--- config.mk ---
export PLATFORM = sky130hd
export DESIGN_NAME = lpc_synthesis_filter_top
export DESIGN_NICKNAME = d
export VERILOG_FILES = /design/src/sv/lpcsf_pkg.sv /design/src/sv/lpc_synthesis_filter_top.sv /design/src/sv/lpcsf_ctrl.sv /design/src/sv/lpcsf_datapath.sv
export SDC_FILE = /design/constraint.sdc
export NUM_CORES = 2
export LEC_CHECK = 0
export BUFFER_PORTS_ARGS = -buffer_cell sky130_fd_sc_hd__buf_2
export CAP_MARGIN = 5
export CORE_AREA = 2 2 289 291
export CTS_CLUSTER_SIZE = 40
export DETAILED_ROUTE_END_ITERATION = 16
export DIE_AREA = 0 0 291 293
export HOLD_SLACK_MARGIN = 0.02
export PLACE_DENSITY_LB_ADDON = 0.3
export SLEW_MARGIN = 20
export SYNTH_ARGS = -nofsm -noshare
export SYNTH_HDL_FRONTEND = slang
export SYNTH_SLANG_ARGS = --single-unit
export TNS_END_PERCENT = 5
--- constraint.sdc ---
create_clock -name clk -period 10.2 [get_ports clk]
set_input_delay 0.51 -clock clk [delete_from_list [all_inputs] [get_ports clk]]
set_output_delay 0.51 -clock clk [all_outputs]
set_load 0.005 [all_outputs]
--- src/sv/lpcsf_pkg.sv ---
package lpcsf_pkg;

  localparam int ORDER          = 14;
  localparam int COEF_FRAC_BITS = 12;
  localparam int ACC_BITS       = 40;

  localparam int SAMPLE_W = 16;
  localparam int COEF_W   = 16;
  localparam int IDX_W    = 4;
  localparam int PROD_W   = SAMPLE_W + COEF_W;
  localparam int PRED_W   = ACC_BITS - COEF_FRAC_BITS;
  localparam int SUM_W    = PRED_W + 1;
  localparam int TAP_W    = (ORDER > 1) ? $clog2(ORDER) : 1;

  // Stream packing: tdata holds coef_index, coef_value, excitation, padded to bytes.
  localparam int IN_FIELDS_W = IDX_W + COEF_W + SAMPLE_W;
  localparam int IN_TDATA_W  = ((IN_FIELDS_W + 7) / 8) * 8;
  localparam int OUT_TDATA_W = SAMPLE_W;

  localparam int COEF_LSB = IDX_W;
  localparam int EXC_LSB  = IDX_W + COEF_W;

  // Item kinds carried in s_axis_tuser.
  localparam logic MODE_FILTER = 1'b0;
  localparam logic MODE_LOAD   = 1'b1;

  localparam logic signed [SAMPLE_W-1:0] SAMPLE_MAX = 16'sh7FFF;
  localparam logic signed [SAMPLE_W-1:0] SAMPLE_MIN = 16'sh8000;

  // Controller to datapath commands.
  typedef struct packed {
    logic             coef_wr;
    logic             start;
    logic             mul_en;
    logic             acc_en;
    logic [TAP_W-1:0] tap;
    logic             trunc_en;
    logic             out_load;
  } lpcsf_cmd_t;

  // Datapath to controller status.
  typedef struct packed {
    logic out_free;
  } lpcsf_stat_t;

endpackage

--- src/sv/lpc_synthesis_filter_top.sv ---
// All-pole LPC synthesis filter, order 14.
//
// Input stream (s_axis): one request per item. s_axis_tuser selects the kind:
// a filter request carries an excitation sample, a load request writes one
// predictor coefficient (slots 14 and up are dropped, nothing is returned).
// Output stream (m_axis): one synthesized sample per filter request, with
// s_axis_tuser-style flag m_axis_tuser set when the sum was saturated.
//
// Sequencing: a load request is taken at once and leaves the block ready.
// A filter request runs one shared 16x16 multiplier over the 14 taps, one
// tap a cycle, then adds the last product, truncates and saturates into the
// output register (states MUL, ADD, TRUNC, FIN). No new request is taken
// until the sample is in the output register; the tap walk through the
// single multiplier is what keeps the block busy that long.
//
// Reset clears all coefficients, the output history and both handshakes.
// While the receiver stalls, the result waits in the output register; load
// requests are still taken, and a following filter request computes in full
// and holds in its final step until the register is free.
module lpc_synthesis_filter_top (
  input  logic                                  clk,
  input  logic                                  rst,
  input  logic                                  s_axis_tvalid,
  output logic                                  s_axis_tready,
  // [3:0] coef_index, [19:4] coef_value, [35:20] excitation, [39:36] zero
  input  logic [lpcsf_pkg::IN_TDATA_W-1:0]      s_axis_tdata,
  // [0] mode: 0 filter, 1 load coefficient
  input  logic                                  s_axis_tuser,
  output logic                                  m_axis_tvalid,
  input  logic                                  m_axis_tready,
  // [15:0] sample_out
  output logic [lpcsf_pkg::OUT_TDATA_W-1:0]     m_axis_tdata,
  // [0] clipped
  output logic                                  m_axis_tuser
);
  import lpcsf_pkg::*;

  lpcsf_cmd_t                 cmd;
  lpcsf_stat_t                stat;
  logic [IDX_W-1:0]           coef_index;
  logic signed [COEF_W-1:0]   coef_value;
  logic signed [SAMPLE_W-1:0] excitation;
  logic signed [SAMPLE_W-1:0] sample_out;

  // Unpack the request fields.
  assign coef_index = s_axis_tdata[IDX_W-1:0];
  assign coef_value = s_axis_tdata[COEF_LSB +: COEF_W];
  assign excitation = s_axis_tdata[EXC_LSB +: SAMPLE_W];

  assign m_axis_tdata = sample_out;

  lpcsf_ctrl u_ctrl (
    .clk        (clk),
    .rst        (rst),
    .in_valid   (s_axis_tvalid),
    .mode       (s_axis_tuser),
    .coef_index (coef_index),
    .stat       (stat),
    .in_ready   (s_axis_tready),
    .cmd        (cmd)
  );

  lpcsf_datapath u_dp (
    .clk        (clk),
    .rst        (rst),
    .cmd        (cmd),
    .coef_index (coef_index),
    .coef_value (coef_value),
    .excitation (excitation),
    .out_ready  (m_axis_tready),
    .stat       (stat),
    .out_valid  (m_axis_tvalid),
    .sample_out (sample_out),
    .clipped    (m_axis_tuser)
  );

endmodule

--- src/sv/lpcsf_ctrl.sv ---
module lpcsf_ctrl (
  input  logic                      clk,
  input  logic                      rst,
  input  logic                      in_valid,
  input  logic                      mode,
  input  logic [lpcsf_pkg::IDX_W-1:0] coef_index,
  input  lpcsf_pkg::lpcsf_stat_t    stat,
  output logic                      in_ready,
  output lpcsf_pkg::lpcsf_cmd_t     cmd
);
  import lpcsf_pkg::*;

  typedef enum logic [4:0] {
    ST_IDLE  = 5'b00001,
    ST_MUL   = 5'b00010,
    ST_ADD   = 5'b00100,
    ST_TRUNC = 5'b01000,
    ST_FIN   = 5'b10000
  } state_t;

  localparam logic [TAP_W-1:0] LAST_TAP = TAP_W'(ORDER - 1);

  state_t           state, state_next;
  logic [TAP_W-1:0] tap, tap_next;
  logic             accept;

  assign in_ready = (state == ST_IDLE);
  assign accept   = in_valid && in_ready;

  always_comb begin
    state_next   = state;
    tap_next     = tap;
    cmd          = '0;
    cmd.tap      = tap;
    unique case (state)
      ST_IDLE: begin
        if (accept) begin
          if (mode == MODE_LOAD) begin
            // drop writes beyond the last tap
            cmd.coef_wr = (32'(coef_index) < ORDER);
          end else begin
            cmd.start  = 1'b1;
            tap_next   = '0;
            state_next = ST_MUL;
          end
        end
      end
      ST_MUL: begin
        cmd.mul_en = 1'b1;
        cmd.acc_en = (tap != '0);
        if (tap == LAST_TAP) begin
          state_next = ST_ADD;
        end else begin
          tap_next = tap + TAP_W'(1);
        end
      end
      ST_ADD: begin
        cmd.acc_en = 1'b1;
        state_next = ST_TRUNC;
      end
      ST_TRUNC: begin
        cmd.trunc_en = 1'b1;
        state_next   = ST_FIN;
      end
      ST_FIN: begin
        // hold until the output register can take the sample
        if (stat.out_free) begin
          cmd.out_load = 1'b1;
          state_next   = ST_IDLE;
        end
      end
      default: state_next = ST_IDLE;
    endcase
  end

  always_ff @(posedge clk) begin
    if (rst) begin
      state <= ST_IDLE;
      tap   <= '0;
    end else begin
      state <= state_next;
      tap   <= tap_next;
    end
  end

endmodule

--- src/sv/lpcsf_datapath.sv ---
module lpcsf_datapath (
  input  logic                                clk,
  input  logic                                rst,
  input  lpcsf_pkg::lpcsf_cmd_t               cmd,
  input  logic [lpcsf_pkg::IDX_W-1:0]         coef_index,
  input  logic signed [lpcsf_pkg::COEF_W-1:0] coef_value,
  input  logic signed [lpcsf_pkg::SAMPLE_W-1:0] excitation,
  input  logic                                out_ready,
  output lpcsf_pkg::lpcsf_stat_t              stat,
  output logic                                out_valid,
  output logic signed [lpcsf_pkg::SAMPLE_W-1:0] sample_out,
  output logic                                clipped
);
  import lpcsf_pkg::*;

  localparam logic signed [ACC_BITS-1:0] TRUNC_BIAS = ACC_BITS'((1 << COEF_FRAC_BITS) - 1);
  localparam logic signed [SUM_W-1:0]    SUM_MAX    = SUM_W'(SAMPLE_MAX);
  localparam logic signed [SUM_W-1:0]    SUM_MIN    = SUM_W'(SAMPLE_MIN);

  logic signed [COEF_W-1:0]   coef [ORDER];
  logic signed [SAMPLE_W-1:0] hist [ORDER];
  logic signed [SAMPLE_W-1:0] exc;
  logic signed [PROD_W-1:0]   prod;
  logic signed [ACC_BITS-1:0] acc;
  logic signed [ACC_BITS-1:0] acc_bias;
  logic signed [ACC_BITS-1:0] acc_rnd;
  logic signed [PRED_W-1:0]   pred;
  logic signed [SUM_W-1:0]    sum;
  logic signed [SAMPLE_W-1:0] sat;
  logic                       sat_hit;

  // Truncate toward zero: bias negative sums before dropping fraction bits.
  assign acc_bias = acc[ACC_BITS-1] ? TRUNC_BIAS : '0;
  assign acc_rnd  = acc + acc_bias;

  assign sum = SUM_W'(pred) + SUM_W'(exc);

  always_comb begin
    sat     = sum[SAMPLE_W-1:0];
    sat_hit = 1'b0;
    if (sum > SUM_MAX) begin
      sat     = SAMPLE_MAX;
      sat_hit = 1'b1;
    end else if (sum < SUM_MIN) begin
      sat     = SAMPLE_MIN;
      sat_hit = 1'b1;
    end
  end

  assign stat.out_free = !out_valid || out_ready;

  always_ff @(posedge clk) begin
    if (rst) begin
      for (int i = 0; i < ORDER; i++) begin
        coef[i] <= '0;
        hist[i] <= '0;
      end
    end else begin
      if (cmd.coef_wr) begin
        coef[TAP_W'(coef_index)] <= coef_value;
      end
      if (cmd.out_load) begin
        hist[0] <= sat;
        for (int i = 1; i < ORDER; i++) begin
          hist[i] <= hist[i-1];
        end
      end
    end
  end

  always_ff @(posedge clk) begin
    if (cmd.start) begin
      exc <= excitation;
      acc <= '0;
    end else if (cmd.acc_en) begin
      acc <= acc + ACC_BITS'(prod);
    end
    if (cmd.mul_en) begin
      prod <= coef[cmd.tap] * hist[cmd.tap];
    end
    if (cmd.trunc_en) begin
      pred <= acc_rnd[ACC_BITS-1:COEF_FRAC_BITS];
    end
    if (cmd.out_load) begin
      sample_out <= sat;
      clipped    <= sat_hit;
    end
  end

  always_ff @(posedge clk) begin
    if (rst) begin
      out_valid <= 1'b0;
    end else if (cmd.out_load) begin
      out_valid <= 1'b1;
    end else if (out_ready) begin
      out_valid <= 1'b0;
    end
  end

endmodule

==> impl_metrics.ini <==
[synthesis]
synth_ff_type = edfxtp_1
synth_top_area_share_pct = 42.2
synth_edf_count = 573
ys_ff_latch = 627
ys_seq_area_share_pct = 44.9
synth_area_per_cell_sq_um = 11.9
synthCells = 3412
synth_largest_area_cell = edfxtp_1
synthDistinctLibCells = 79
yosysWarnings = 0
async_flop_share_pct = 0
syn_area_sq_mm = 0.0407
synth.area.top_cells = edfxtp_1, fa_1, mux4_2

[clock_tree]
clock_sinks = 627
clkTransAtPathRegs_ns = 0.06
htreeDepth = 3
post_cts_buffers = 0
cts_repair_resize_count = 0
cts_tree = yes
clock_latency_ns = 0.64
clockBufferDepth = 3
cts_buffers = 69
clock-root-buffer = clkbuf_16
hold_buffers = 0

[critical_path]
path_class = reg2reg
end_kind = flop
crit_path_max_fanout = 27
cp-start-kind = flop
worstPathArrival_ns = 8.87
cp_data_required_time_ns = 10.56
r2r_slack_ns = 1.69

[power]
p_leak_nw = 17.9
clock_power_share_pct = 16.7
power_frac_seq_pct = 23.6
peakVddDrop_mv = 0.375
pwr-share-comb_pct = 59.6
sw_frac_of_total_pct = 41.5
p_per_area_mw_per_mm2 = 348
intPower_w = 0.00912
p_switching_w = 0.00646

[drt]
drt_iter0_drc = 2007
drt_first_pass_iters = 5
drt_wl_total_mm = 89.1
vias_per_cell = 5.55
ant_nets = 0
vias = 25500
drc = 0
routedWlPerCell_um = 19.4

[die]
ios = 64
initial_core_util_pct = 49.8
std_cell_rows = 105
die_height_um = 293
fp.coreArea_sq_mm = 0.0818
die_w_um = 291
dieArea_sq_mm = 0.0853

[timing]
finalClockSkew_ns = 0.0332
clock.fmax_mhz = 118
hold_violations = 0
slew_headroom_pct = 31.5
setup_viol = 0
fin_crit_sh_pct = 83.4
fin_crit_ns = 8.51
tightest_slew_ns = 1.03
slew_violations = 0
rsz0062_at_grt = false
final.setup.tns_ns = 0

[run]
cap_violations = 0

[worst_hold_path]
min_path_type = in2reg

[place]
placed_area_sq_mm = 0.0423
dpl.hpwl_mm = 61.6
port-buffer-count = 59
gp_routability_congestion = 0.876

[layout]
nets = 3940
layout_common_cells = edfxtp_1, and2_1, inv_1, fa_1, nor2_1
nFillCells = 6874
layout_commonest_cell = edfxtp_1
fin_area_sq_mm = 0.0447
drive_above_1_share_pct = 11.9
syn_to_final_growth_pct = 9.75

[global_routing]
grt_max_degree = 101
grt_pass1_wl_mm = 141
globalRouteTotalUtil_pct = 21.1
grt_overflow = 0
grt_pass1_vias = 25600
antenna_found_initial = 1

[status]
status = finished clean
[stage by stage]
step	utilization [%]	hold slack (ns)	power, W	std cells	setup slack, ns
global route	54.6	0.0357	0.0172	4594	1.25
CTS	54.6	0.0315	0.0157	4594	1.74
global placement	51.7	0.473	0.0128	4467	1.84
detailed placement	51.7	0.485	0.0130	4467	1.79
finish	54.6	0.0614	0.0156	4595	1.69
floorplan	-	0.453	0.0111	3443	2.38
[sequential cells by signal, summed over array words and instances, names as in the netlist, named ones only]
signal and cells:
u_dp.coef 256, u_dp.hist 224, u_dp.acc 40, u_dp.prod 32
u_dp.pred 28, u_dp.exc 16, u_dp.sample_out 16, u_ctrl.state 5
u_ctrl.tap 4, u_dp.clipped 1, u_dp.out_valid 1
[cell type report]
class	instances	area, sq um	share of cell area, %
Clock inverter	44	554	1.24
Multi-Input combinational cell	2339	20700	46.4
Tap cell	1070	1340	3.00
Sequential cell	627	18300	40.9
Inverter	319	1200	2.68
Antenna cell	1	2.50	0.00560
Timing Repair Buffer	112	733	1.64
Clock buffer	83	1830	4.09
[layer usage]
| metal | GRT usage, % | vias to the layer above | wire [um] |
|---|---|---|---|
| li1 | - | 11900 | - |
| met1 | 29.5 | 12800 | 40300 |
| met2 | 33.9 | 649 | 41500 |
| met3 | 3.69 | 150 | 4890 |
| met4 | 6.15 | 2 | 2330 |
| met5 | 0 | - | 11 |
[synth_stat cells, types with 6 or more instances]
cell      instances
a21oi_1         138
buf_1            14
nor3_1           30
nor2b_1          99
edfxtp_1        573
fa_1            264
xnor2_1          73
dfxtp_1          54
ha_1            163
o21ai_1          10
nand4_1          18
nand3_1          48
xor2_1           37
o21ai_0          75
or2_2            29
and3_1           13
nor2_1          243
mux2_2           20
o21bai_1         14
mux4_2          120
clkbuf_1        119
mux2i_1          37
o32ai_1          10
buf_2            22
and2_1          381
inv_1           319
nand3b_1          6
a21o_1           47
a211oi_1         23
or3_1            12
o31a_1            7
o221ai_1          8
nand2b_1         51
a31oi_1           9
nand2_1         189
o21a_1           26
nor4_1            7
o211ai_1         18
[power groups by stage]
stage | logic [W] | clock network, W | registers, W
2_1_floorplan | 0.00742 | 0 | 0.00367
3_5_place_dp | 0.00928 | 0 | 0.00373
6_report | 0.00929 | 0.00261 | 0.00368
5_1_grt | 0.0107 | 0.00275 | 0.00371
4_1_cts | 0.00935 | 0.00265 | 0.00368
3_3_place_gp | 0.00912 | 0 | 0.00373
[worst paths after layout]
check | depth (start not counted) | from | end
worst max-delay path | 25 | flop | u_dp.prod[31]
worst min-delay path | 1 | s_axis_tdata[24] | u_dp.exc[4]
worst max register to register | 25 | flop | u_dp.prod[31]
worst min register to register | 2 | u_dp.acc[12] | u_dp.acc[12]
[cells by family after synthesis]
group	synth area share, %
muxes	8.10
and+or+nand+nor	15.1
AOI/OAI and AO/OA	7.07
adders and majority gates	18.0
other	0.00921
buffers and inverters	4.51
DFF	44.9
xor gates and xnor gates	2.37
[critical path: stages (launching register included)]
cell,delay [ns]
dfxtp_4,0.55
buf_12,0.29
mux4_2,0.55
mux2i_1,0.36
nand2_1,0.16
o21ai_1,0.55
nor2_1,0.16
fa_1,0.55
inv_1,0.06
fa_1,0.47
inv_1,0.05
fa_1,0.51
fa_1,0.51
fa_1,0.49
inv_1,0.05
fa_1,0.47
inv_1,0.04
ha_1,0.34
a21o_1,0.21
a211oi_1,0.33
o21ai_0,0.21
a32oi_1,0.32
a31oi_1,0.21
a2111oi_0,0.49
o21bai_1,0.13
xnor2_1,0.14
No activity file was read; power rests on OpenSTA's default activity.
